<file path="src/rtl/core/imufp_pkg.sv">
`default_nettype none

package imufp_pkg;

   localparam int PACKET_BYTES   = 16;
   localparam int MAX_FIFO_BYTES = 2048;
   localparam int HEADER_BIT     = 7;

   localparam logic [15:0] MAX_SAMPLES_RESET = 16'd16;
   localparam logic [15:0] PERIOD_RESET      = 16'd1000;

   localparam logic KIND_BATCH = 1'b0;
   localparam logic KIND_DATA  = 1'b1;

   localparam logic CSR_MAX_SAMPLES = 1'b0;
   localparam logic CSR_PERIOD      = 1'b1;

   typedef enum logic [2:0] {
      ST_BATCH_OK     = 3'd0,
      ST_BATCH_REJECT = 3'd1,
      ST_SAMPLE       = 3'd2,
      ST_HEADER_DROP  = 3'd3,
      ST_ONES_DROP    = 3'd4
   } status_type;

   typedef logic [7:0] byte_type;

endpackage

`default_nettype wire

</file>
<file path="src/rtl/core/imu_fifo_packet_unpacker.sv">
`default_nettype none

// Unpacks 16-byte IMU FIFO packets. A batch-start word (kind 0) loads the FIFO
// byte count and batch time and always answers with one result; each data word
// (kind 1) in an active batch adds one byte, and the sixteenth byte of a packet
// answers with a sample or a drop status. The block takes one word per clock while
// results are taken: words pass an input register and the parse logic, and
// results sit in an output register. While a result waits, the input register
// takes at most one more word and the input then stalls until that result is
// taken. The sample timestamp uses a registered 16x16 product of accepted count
// and period, refreshed every cycle. The user must write max_samples and
// sample_period_us through the csr port while idle; the block does not enforce it.
module imu_fifo_packet_unpacker (
   input  wire logic                clock,
   input  wire logic                reset,
   input  wire logic                csr_we,
   input  wire logic                csr_index,
   input  wire logic [15:0]         csr_wdata,
   input  wire logic                req_valid,
   output logic                     req_ready,
   input  wire logic                req_kind,
   input  wire logic [7:0]          req_data_byte,
   input  wire logic [15:0]         req_fifo_count,
   input  wire logic [31:0]         req_batch_time_us,
   output logic                     rsp_valid,
   input  wire logic                rsp_ready,
   output logic [2:0]               rsp_status,
   output logic signed [15:0]       rsp_accel_x,
   output logic signed [15:0]       rsp_accel_y,
   output logic signed [15:0]       rsp_accel_z,
   output logic signed [15:0]       rsp_gyro_x,
   output logic signed [15:0]       rsp_gyro_y,
   output logic signed [15:0]       rsp_gyro_z,
   output logic signed [7:0]        rsp_temperature,
   output logic [31:0]              rsp_timestamp_us,
   output logic                     rsp_want_more
);
   import imufp_pkg::*;

   // configuration
   logic [15:0] max_samples_ff;
   logic [15:0] period_ff;

   // input register
   logic        s1_valid_ff, s1_valid_in;
   logic        s1_kind_ff;
   logic [7:0]  s1_data_ff;
   logic [15:0] s1_count_ff;
   logic [31:0] s1_time_ff;

   // parse state
   byte_type    pkt_bytes_ff [PACKET_BYTES];
   logic        pkt_we;
   logic [3:0]  pos_ff, pos_in;
   logic [11:0] remaining_ff, remaining_in;
   logic [15:0] accepted_ff, accepted_in;
   logic [31:0] start_time_ff, start_time_in;
   logic        active_ff, active_in;
   logic [31:0] prod_ff, prod_in;

   // result register
   logic        rsp_valid_ff, rsp_valid_in;
   status_type  status_ff, status_in;
   logic [15:0] axis_ff [6];
   logic [15:0] axis_in [6];
   logic [7:0]  temp_ff, temp_in;
   logic [31:0] ts_ff, ts_in;
   logic        want_ff, want_in;

   logic        advance;
   logic        all_ones;

   assign advance   = !rsp_valid_ff || rsp_ready;
   assign req_ready = !s1_valid_ff || advance;
   assign prod_in   = 32'(accepted_ff) * 32'(period_ff);

   always_comb begin
      all_ones = 1'b1;
      for (int k = 1; k <= 12; k++) begin
         all_ones = all_ones & (&pkt_bytes_ff[k]);
      end
   end

   always_comb begin
      s1_valid_in   = s1_valid_ff && !advance;
      if (req_valid && req_ready) begin
         s1_valid_in = 1'b1;
      end
      pkt_we        = 1'b0;
      pos_in        = pos_ff;
      remaining_in  = remaining_ff;
      accepted_in   = accepted_ff;
      start_time_in = start_time_ff;
      active_in     = active_ff;
      rsp_valid_in  = rsp_valid_ff && !rsp_ready;
      status_in     = status_ff;
      for (int k = 0; k < 6; k++) begin
         axis_in[k] = axis_ff[k];
      end
      temp_in       = temp_ff;
      ts_in         = ts_ff;
      want_in       = want_ff;

      if (s1_valid_ff && advance) begin
         if (s1_kind_ff == KIND_BATCH) begin
            pos_in       = '0;
            accepted_in  = '0;
            rsp_valid_in = 1'b1;
            for (int k = 0; k < 6; k++) begin
               axis_in[k] = '0;
            end
            temp_in      = '0;
            if (s1_count_ff > 16'(MAX_FIFO_BYTES)) begin
               remaining_in = '0;
               active_in    = 1'b0;
               status_in    = ST_BATCH_REJECT;
               ts_in        = '0;
               want_in      = 1'b0;
            end else begin
               remaining_in  = s1_count_ff[11:0];
               start_time_in = s1_time_ff;
               active_in     = (s1_count_ff[11:0] >= 12'(PACKET_BYTES))
                               && (max_samples_ff != 16'd0);
               status_in     = ST_BATCH_OK;
               ts_in         = s1_time_ff;
               want_in       = active_in;
            end
         end else if (active_ff) begin
            pkt_we = 1'b1;
            pos_in = pos_ff + 4'd1;
            if (pos_ff == 4'(PACKET_BYTES - 1)) begin
               remaining_in = remaining_ff - 12'(PACKET_BYTES);
               rsp_valid_in = 1'b1;
               for (int k = 0; k < 6; k++) begin
                  axis_in[k] = '0;
               end
               temp_in = '0;
               ts_in   = '0;
               if (pkt_bytes_ff[0][HEADER_BIT]) begin
                  status_in = ST_HEADER_DROP;
               end else if (all_ones) begin
                  status_in = ST_ONES_DROP;
               end else begin
                  status_in = ST_SAMPLE;
                  for (int k = 0; k < 6; k++) begin
                     axis_in[k] = {pkt_bytes_ff[1 + 2 * k], pkt_bytes_ff[2 + 2 * k]};
                  end
                  temp_in     = pkt_bytes_ff[13];
                  ts_in       = start_time_ff + prod_ff;
                  accepted_in = accepted_ff + 16'd1;
               end
               active_in = (remaining_in >= 12'(PACKET_BYTES))
                           && (accepted_in < max_samples_ff);
               want_in   = active_in;
            end
         end
      end
   end

   always_ff @(posedge clock) begin
      if (reset) begin
         max_samples_ff <= MAX_SAMPLES_RESET;
         period_ff      <= PERIOD_RESET;
      end else if (csr_we) begin
         if (csr_index == CSR_MAX_SAMPLES) begin
            max_samples_ff <= csr_wdata;
         end else begin
            period_ff <= csr_wdata;
         end
      end
   end

   always_ff @(posedge clock) begin
      if (reset) begin
         s1_valid_ff  <= 1'b0;
         pos_ff       <= '0;
         remaining_ff <= '0;
         accepted_ff  <= '0;
         active_ff    <= 1'b0;
         rsp_valid_ff <= 1'b0;
      end else begin
         s1_valid_ff  <= s1_valid_in;
         pos_ff       <= pos_in;
         remaining_ff <= remaining_in;
         accepted_ff  <= accepted_in;
         active_ff    <= active_in;
         rsp_valid_ff <= rsp_valid_in;
      end
   end

   // batch_start_time resets to zero like pos, remaining, accepted and active
   always_ff @(posedge clock) begin
      if (reset) begin
         start_time_ff <= '0;
      end else begin
         start_time_ff <= start_time_in;
      end
   end

   always_ff @(posedge clock) begin
      if (req_valid && req_ready) begin
         s1_kind_ff  <= req_kind;
         s1_data_ff  <= req_data_byte;
         s1_count_ff <= req_fifo_count;
         s1_time_ff  <= req_batch_time_us;
      end
      if (pkt_we) begin
         pkt_bytes_ff[pos_ff] <= s1_data_ff;
      end
      prod_ff   <= prod_in;
      status_ff <= status_in;
      for (int k = 0; k < 6; k++) begin
         axis_ff[k] <= axis_in[k];
      end
      temp_ff <= temp_in;
      ts_ff   <= ts_in;
      want_ff <= want_in;
   end

   assign rsp_valid        = rsp_valid_ff;
   assign rsp_status       = status_ff;
   assign rsp_accel_x      = axis_ff[0];
   assign rsp_accel_y      = axis_ff[1];
   assign rsp_accel_z      = axis_ff[2];
   assign rsp_gyro_x       = axis_ff[3];
   assign rsp_gyro_y       = axis_ff[4];
   assign rsp_gyro_z       = axis_ff[5];
   assign rsp_temperature  = temp_ff;
   assign rsp_timestamp_us = ts_ff;
   assign rsp_want_more    = want_ff;

   // no partial packet survives while no batch is active
   a_idle_pos_zero: assert property (@(posedge clock) disable iff (reset)
      !active_ff |-> pos_ff == 4'd0)
      else $error("partial packet while batch inactive");

   // the shown want_more tracks the live batch state
   a_want_matches: assert property (@(posedge clock) disable iff (reset)
      rsp_valid_ff |-> want_ff == active_ff)
      else $error("want_more disagrees with batch state");

   a_reject_inactive: assert property (@(posedge clock) disable iff (reset)
      rsp_valid_ff && status_ff == ST_BATCH_REJECT |-> !active_ff && remaining_ff == 12'd0)
      else $error("rejected batch left active");

   a_sample_counted: assert property (@(posedge clock) disable iff (reset)
      rsp_valid_ff && status_ff == ST_SAMPLE |-> accepted_ff != 16'd0)
      else $error("sample shown without accepted count");

endmodule

`default_nettype wire

</file>
<file path="config.mk">
export PLATFORM = sky130hd
export DESIGN_NAME = imu_fifo_packet_unpacker
export DESIGN_NICKNAME = d
export VERILOG_FILES = /design/src/rtl/core/imufp_pkg.sv /design/src/rtl/core/imu_fifo_packet_unpacker.sv
export SDC_FILE = /design/constraint.sdc
export NUM_CORES = 1
export LEC_CHECK = 0
export BUFFER_PORTS_ARGS = -buffer_cell sky130_fd_sc_hd__buf_2
export CAP_MARGIN = 20
export CORE_MARGIN = 5
export CORE_UTILIZATION = 33
export CTS_BUF_LIST = sky130_fd_sc_hd__clkbuf_8
export DETAILED_ROUTE_END_ITERATION = 16
export GPL_TIMING_DRIVEN = 0
export PLACE_DENSITY_LB_ADDON = 0.25
export SYNTH_ARGS = -nofsm -noshare
export SYNTH_HDL_FRONTEND = slang
export SYNTH_SLANG_ARGS = --single-unit
</file>
<file path="constraint.sdc">
create_clock -name clock -period 7.3 [get_ports clock]
set_input_delay 0.365 -clock clock [delete_from_list [all_inputs] [get_ports clock]]
set_output_delay 0.365 -clock clock [all_outputs]
set_load 0.02 [all_outputs]
</file>
==> flow_summary.toml, run 1 <==
[die]
rows = 102
start_util_pct = 33.37
io_pins = 221
die_y_um = 290.1
die_w_um = 290.1
core-area_um2 = 77590
dieArea_um2 = 84170

[grt]
grt_overflow = 0
grt_max_degree = 66
grt_pass1_vias = 19642
grt.total_usage_pct = 17.61
grt_first_pass_wirelength_mm = 116.0
antenna_found_initial = 4

[drt]
wl_met1_mm = 32.25
routed-wl-met2_mm = 37.17
wl_per_cell_um = 19.72
met3_length_mm = 4.273
num_vias = 18677
dr.pass1.iters = 6
drc = 0
viasPerCell = 4.868
routed_wl_mm = 75.68
top_layer_used = "met4"
ant_nets = 0
drtIter0Drc = 1084

[sta]
hold_violations = 0
tightest_slew_ns = 0.8896
relSlewSlack_pct = 40.69
rsz0062_at_grt = "false"
setup_ws_ns = 0.3313
fin_setup_tns_ns = 0
setup_viol = 0
min_period_ns = 6.969
hold_ws_ns = 0.07390
period_share_pct = 95.46
max_freq_mhz = 143.5
finClkSkew_ns = 0.05078
drv_slew = 0

[synthesis]
ys_warn_count = 0
avgSynthCellArea_um2 = 10.94
async_flop_share_pct = 0
yosysTopAreaCell = "edfxtp_1"
synth_edf_count = 302
synth_area_leaders = "edfxtp_1, fa_1, dfxtp_1"
synth_top_area_share_pct = 35.02
synth.distinct_cells = 70
ys_seq_area_share_pct = 45.15
synth-main-ff-cell = "edfxtp_1"
syn-cell-area_um2 = 25890
synthesis.nets = 2800
synth_seq_cells = 433
synth_cells = 2368

[run_status]
status = "finished clean"

[clock_tree]
h-tree-depth = 3
cts_tree = "built"
cts_sinks = 433
root_buffer = "clkbuf_8"
cts_setup_buffers = 0
cts_buffer_depth = 3
cts_made_buffers = 70
path_clk_slew_ns = 0.06
clk_latency_ns = 0.66

[critical_path]
crit_arrival_ns = 7.49
start_kind = "flip-flop"
ff2ff_path_depth = 22
path_class = "flip-flop to flip-flop"
cp_data_required_time_ns = 7.82
path_max_fanout = 10
cp-end-kind = "flip-flop"

[placement]
place_inst = 3630
portBuffers = 220
globalplace.congestion = 0.9163
dp_hpwl_mm = 57.86
place_area_um2 = 28360
dp_slack_ns = -0.2029

[power]
power_mw = 5.130
powerDensity_nw_per_um2 = 167.4
p_leak_nw = 13.38
peakVddDrop_mv = 0.1143

[min_path]
hp-class = "primary input to flip-flop"
min_path_cells = 4

[finish]
final_cell_mix = "nand2_1, edfxtp_1, inv_1"
postLayoutCellArea_um2 = 30650
drive_gt1_share_pct = 13.68
fin_cells = 3837
nets = 3168
area_growth_pct = 18.36
post-route-util_pct = 39.50
final_common_cell = "nand2_1"

[run]
cap_violations = 0
[worst max-delay path, cell delays in order, from the launching register on]
cell and delay (ns):
dfxtp_1 0.36, clkbuf_2 0.33, clkbuf_1 0.50, nand2_1 0.13, fa_1 0.51, inv_1 0.06, fa_1 0.49, inv_1 0.05
fa_1 0.53, inv_1 0.05, fa_1 0.40, fa_1 0.53, inv_1 0.06, fa_1 0.50, inv_1 0.08, ha_1 0.39
and3_1 0.21, nand4_1 0.18, a2111oi_2 0.62, o211ai_1 0.22, a21oi_1 0.33, and4_1 0.24, nor3_1 0.06
[repair_timing]
item,CTS,global route
setup endpoints to repair,5,7
gates resized for setup,11,37
cloned,0,0
hold endpoints to repair,91,0
hold buffers,76,0
[kinds of logic after synthesis]
family,after synthesis,share of synthesized area [%]
muxes,3,0.1305
xor gates and xnor gates,67,2.266
AOI/OAI and AO/OA,326,8.325
adders and majority gates,353,22.71
and+or+nand+nor,829,16.20
buffers and inverters,357,5.218
DFF,433,45.15
[synth_stat cells (27+ instances only)]
library cell    n
fa_1          195
xnor2_1        42
a22o_1         27
and2_1        249
nor2_1         71
a21oi_1       131
inv_1         250
edfxtp_1      302
nand2_1       317
nand4_1        42
clkbuf_1       93
ha_1          158
o21ai_0        35
dfxtp_1       131
a21o_1         33
nor3_1         29
[sequential cells by signal (all words and copies together), names as in the netlist]
signal            flops
s1_valid_ff           1
max_samples_ff       16
rsp_status            3
rsp_temperature       8
pkt_bytes_ff        105
rsp_valid             1
s1_kind_ff            1
remaining_ff         12
start_time_ff        32
axis_ff              96
pos_ff                4
s1_data_ff            8
prod_ff              32
rsp_want_more         1
rsp_timestamp_us     32
s1_count_ff          16
period_ff            16
accepted_ff          16
active_ff             1
s1_time_ff           32
[final cells by class]
class                           instances  area (um2)
Antenna cell                            4       10.01
Timing Repair Buffer                  299        1924
Clock inverter                         49       380.4
Sequential cell                       433       11690
Clock buffer                           80        1101
Fill cell                            7641       46950
Multi-Input combinational cell       1578       12860
Tap cell                             1040        1301
Inverter                              250       938.4
Buffer                                104       441.7
[worst paths after layout]
path / startpoint / end / slack [ns]
hold / removal: reset / accepted_ff[14]$_SDFFE_PP0P_ / 0.07
setup / recovery: accepted_ff[5]$_SDFFE_PP0P_ / prod_ff[31]$_DFF_P_ / 0.33
setup reg to reg: accepted_ff[5]$_SDFFE_PP0P_ / prod_ff[31]$_DFF_P_ / 0.33
hold reg to reg: start_time_ff[21]$_SDFFE_PP0P_ / start_time_ff[21]$_SDFFE_PP0P_ / 0.46
[layer usage]
metal	track usage, %	up-vias
met1	22.74	9199
met5	0	-
met4	5.221	0
li1	-	8772
met3	2.990	111
met2	30.49	595
[power breakdown]
part | switching, mW | leakage [nW] | total (mW) | internal (mW)
Sequential | 0.0496 | 3.98 | 2.72 | 2.67
Clock | 1.02 | 0.830 | 2.19 | 1.17
Combinational | 0.139 | 8.58 | 0.219 | 0.0801
Total | 1.21 | 13.4 | 5.13 | 3.92
Note: power is estimated with default switching activity, not from simulation.
==> run 2, diff against run 1 <==
--- a/config.mk
+++ b/config.mk
@@ -8,10 +8,11 @@
 export BUFFER_PORTS_ARGS = -buffer_cell sky130_fd_sc_hd__buf_2
 export CAP_MARGIN = 20
 export CORE_MARGIN = 5
-export CORE_UTILIZATION = 33
+export CORE_UTILIZATION = 44
 export CTS_BUF_LIST = sky130_fd_sc_hd__clkbuf_8
 export DETAILED_ROUTE_END_ITERATION = 16
 export GPL_TIMING_DRIVEN = 0
+export MAX_ROUTING_LAYER = met4
 export PLACE_DENSITY_LB_ADDON = 0.25
 export SYNTH_ARGS = -nofsm -noshare
 export SYNTH_HDL_FRONTEND = slang
==> run 2 against run 1 <==
Compared with the run above:
- clock skew down 0.021 ns
- count of clock-buffer cells in the layout down 4
- core utilization up 12 points
- fmax down 0.39%
- non-clock buffer count unchanged
- total power down 3.3%
- sequential power about the same
- hold slack worse by 0.014 ns
- register-to-register slack worse by 0.03 ns
- critical endpoint is now prod_ff[27]$_DFF_P_
- highest routed layer unchanged
==> flow_summary.toml, run 2 (same netlist as run 1, synthesis figures left out) <==
[sta]
max_freq_mhz = 142.9
tightest_slew_ns = 0.9165
relSlewSlack_pct = 38.90
fin_setup_tns_ns = 0
min_period_ns = 6.996
period_share_pct = 95.83
finClkSkew_ns = 0.02977
setup_viol = 0
setup_ws_ns = 0.3043
hold_violations = 0
drv_slew = 0
rsz0062_at_grt = "false"

[drt]
routed_wl_mm = 72.62
wl_per_cell_um = 20.36
num_vias = 18820
drtIter0Drc = 1405
viasPerCell = 5.276
drc = 0
dr.pass1.iters = 6
ant_nets = 0

[placement]
dp_slack_ns = -0.05795
dp_hpwl_mm = 55.29
portBuffers = 220
place_area_um2 = 28030
globalplace.congestion = 0.9627

[critical_path]
crit_arrival_ns = 7.56
r2r_setup_slack_ns = 0.30
start_kind = "flip-flop"
startpoint = "period_ff[8]$_SDFFE_PP1P_"
cp_data_required_time_ns = 7.86
path_max_fanout = 10
cp-end-kind = "flip-flop"
path_class = "flip-flop to flip-flop"
timing.rr.start = "period_ff[8]$_SDFFE_PP1P_"

[clock_tree]
cts_made_buffers = 71
root_buffer = "clkbuf_8"
path_clk_slew_ns = 0.06
cts_tree = "built"
clk_latency_ns = 0.65
cts_buffer_depth = 3
cts_setup_buffers = 0
cts_sinks = 433
h-tree-depth = 3

[grt]
top_usage_layer = "met2"
grt_pass1_vias = 19163
met3_usage_pct = 5.680
grt.total_usage_pct = 23.17
antenna_found_initial = 1
grtUsageMet2_pct = 35.72
grt_first_pass_wirelength_mm = 110.7
met1_usage_pct = 30.00
grt_overflow = 0
grt_max_degree = 58

[finish]
final_common_cell = "nand2_1"
final_cell_mix = "nand2_1, edfxtp_1, inv_1"
area_growth_pct = 16.50
post-route-util_pct = 51.40
top_register = "pkt_bytes_ff"
reg_top3 = "pkt_bytes_ff (105), axis_ff (96)"
nFillCells = 5281
regArea_um2 = 11690
multiInputGateArea_um2 = 12860
nets = 3169
drive_gt1_share_pct = 13.14
largest_register_ffs = 105
postLayoutCellArea_um2 = 30170

[die]
dieArea_um2 = 63800
start_util_pct = 44.13
die_w_um = 252.6
io_pins = 221
rows = 89
die_y_um = 252.6
core-area_um2 = 58690

[power]
peakVddDrop_mv = 0.1287
power_mw = 4.962
p_leak_nw = 13.33
powerDensity_nw_per_um2 = 164.5

[min_path]
hp-class = "primary input to flip-flop"
hp-start = "rsp_ready"

[run]
cap_violations = 0

[run_status]
status = "finished clean"
## run 2: changes by cell type in the layout (fill, tap and decap cells not counted), sizes merged
| cell | previous run | this run |
|---|---|---|
| inv | 272 | 282 |
| clkbuf | 171 | 166 |
| clkinv | 23 | 19 |
| bufinv | 4 | 1 |
| diode | 4 | 1 |
| buf | 236 | 238 |
| clkinvlp | 0 | 1 |
| dlygate4sd3 | 76 | 75 |
## run 2: stage by stage
| step | std cells | hold slack (ns) |
|---|---|---|
| after floorplan | 2368 | 0.4406 |
| after global placement | 3361 | 0.4471 |
| after detailed placement | 3364 | 0.4521 |
| after CTS | 3568 | 0.008841 |
| after global routing | 3567 | 0.05967 |
| final | 3567 | 0.05979 |
## run 2: path summary, 6_finish.rpt
path / endpoint / depth (start not counted)
min reg2reg: start_time_ff[22]$_SDFFE_PP0P_ / 2
min: rsp_valid$_SDFF_PP0_ / 3
max: prod_ff[27]$_DFF_P_ / 22
max reg2reg: prod_ff[27]$_DFF_P_ / 22
## run 2: metal layers
layer  vias to the layer above  part of all wire [%]
met4                         0                   3.4
met3                       128                   8.8
li1                       8773                     -
met1                      9126                    42
met2                       793                    46
met5                         -                     0
## run 2: what timing repair did
item / 4_1_cts / 5_1_grt
hold buffers: 75 / 0
hold endpoints to repair: 91 / 0
endpoints found under the setup margin: 4 / 9
pin swaps: 0 / 0
resized for setup: 6 / 38
## run 2: layout make-up
class	count	share of cell area [%]
clock buffer	76	3.467
clock inverter	53	1.029
sequential	433	38.76
inverter	250	3.111
timing repair buffer	298	6.338
antenna	1	0.008295
tap	773	3.206
multi-input combinational	1578	42.63
buffer	105	1.456
## run 2: where the power goes
part,switching (mW),internal [mW]
Clock,1.01,1.02
Combinational,0.138,0.0796
Sequential,0.0506,2.67
Total,1.20,3.77
## run 2: critical path: stages (launching register included)
cell       delay, ns
dfxtp_1         0.66
buf_1           0.51
nand2_1         0.15
fa_1            0.52
inv_1           0.05
fa_1            0.49
inv_1           0.06
fa_1            0.52
inv_1           0.05
fa_1            0.47
fa_1            0.49
inv_1           0.05
fa_1            0.51
inv_1           0.05
ha_1            0.36
a21o_1          0.21
a21o_1          0.18
a221oi_2        0.44
a2111oi_2       0.17
or3_4           0.41
a211o_1         0.29
a21oi_2         0.15
xnor2_1         0.12
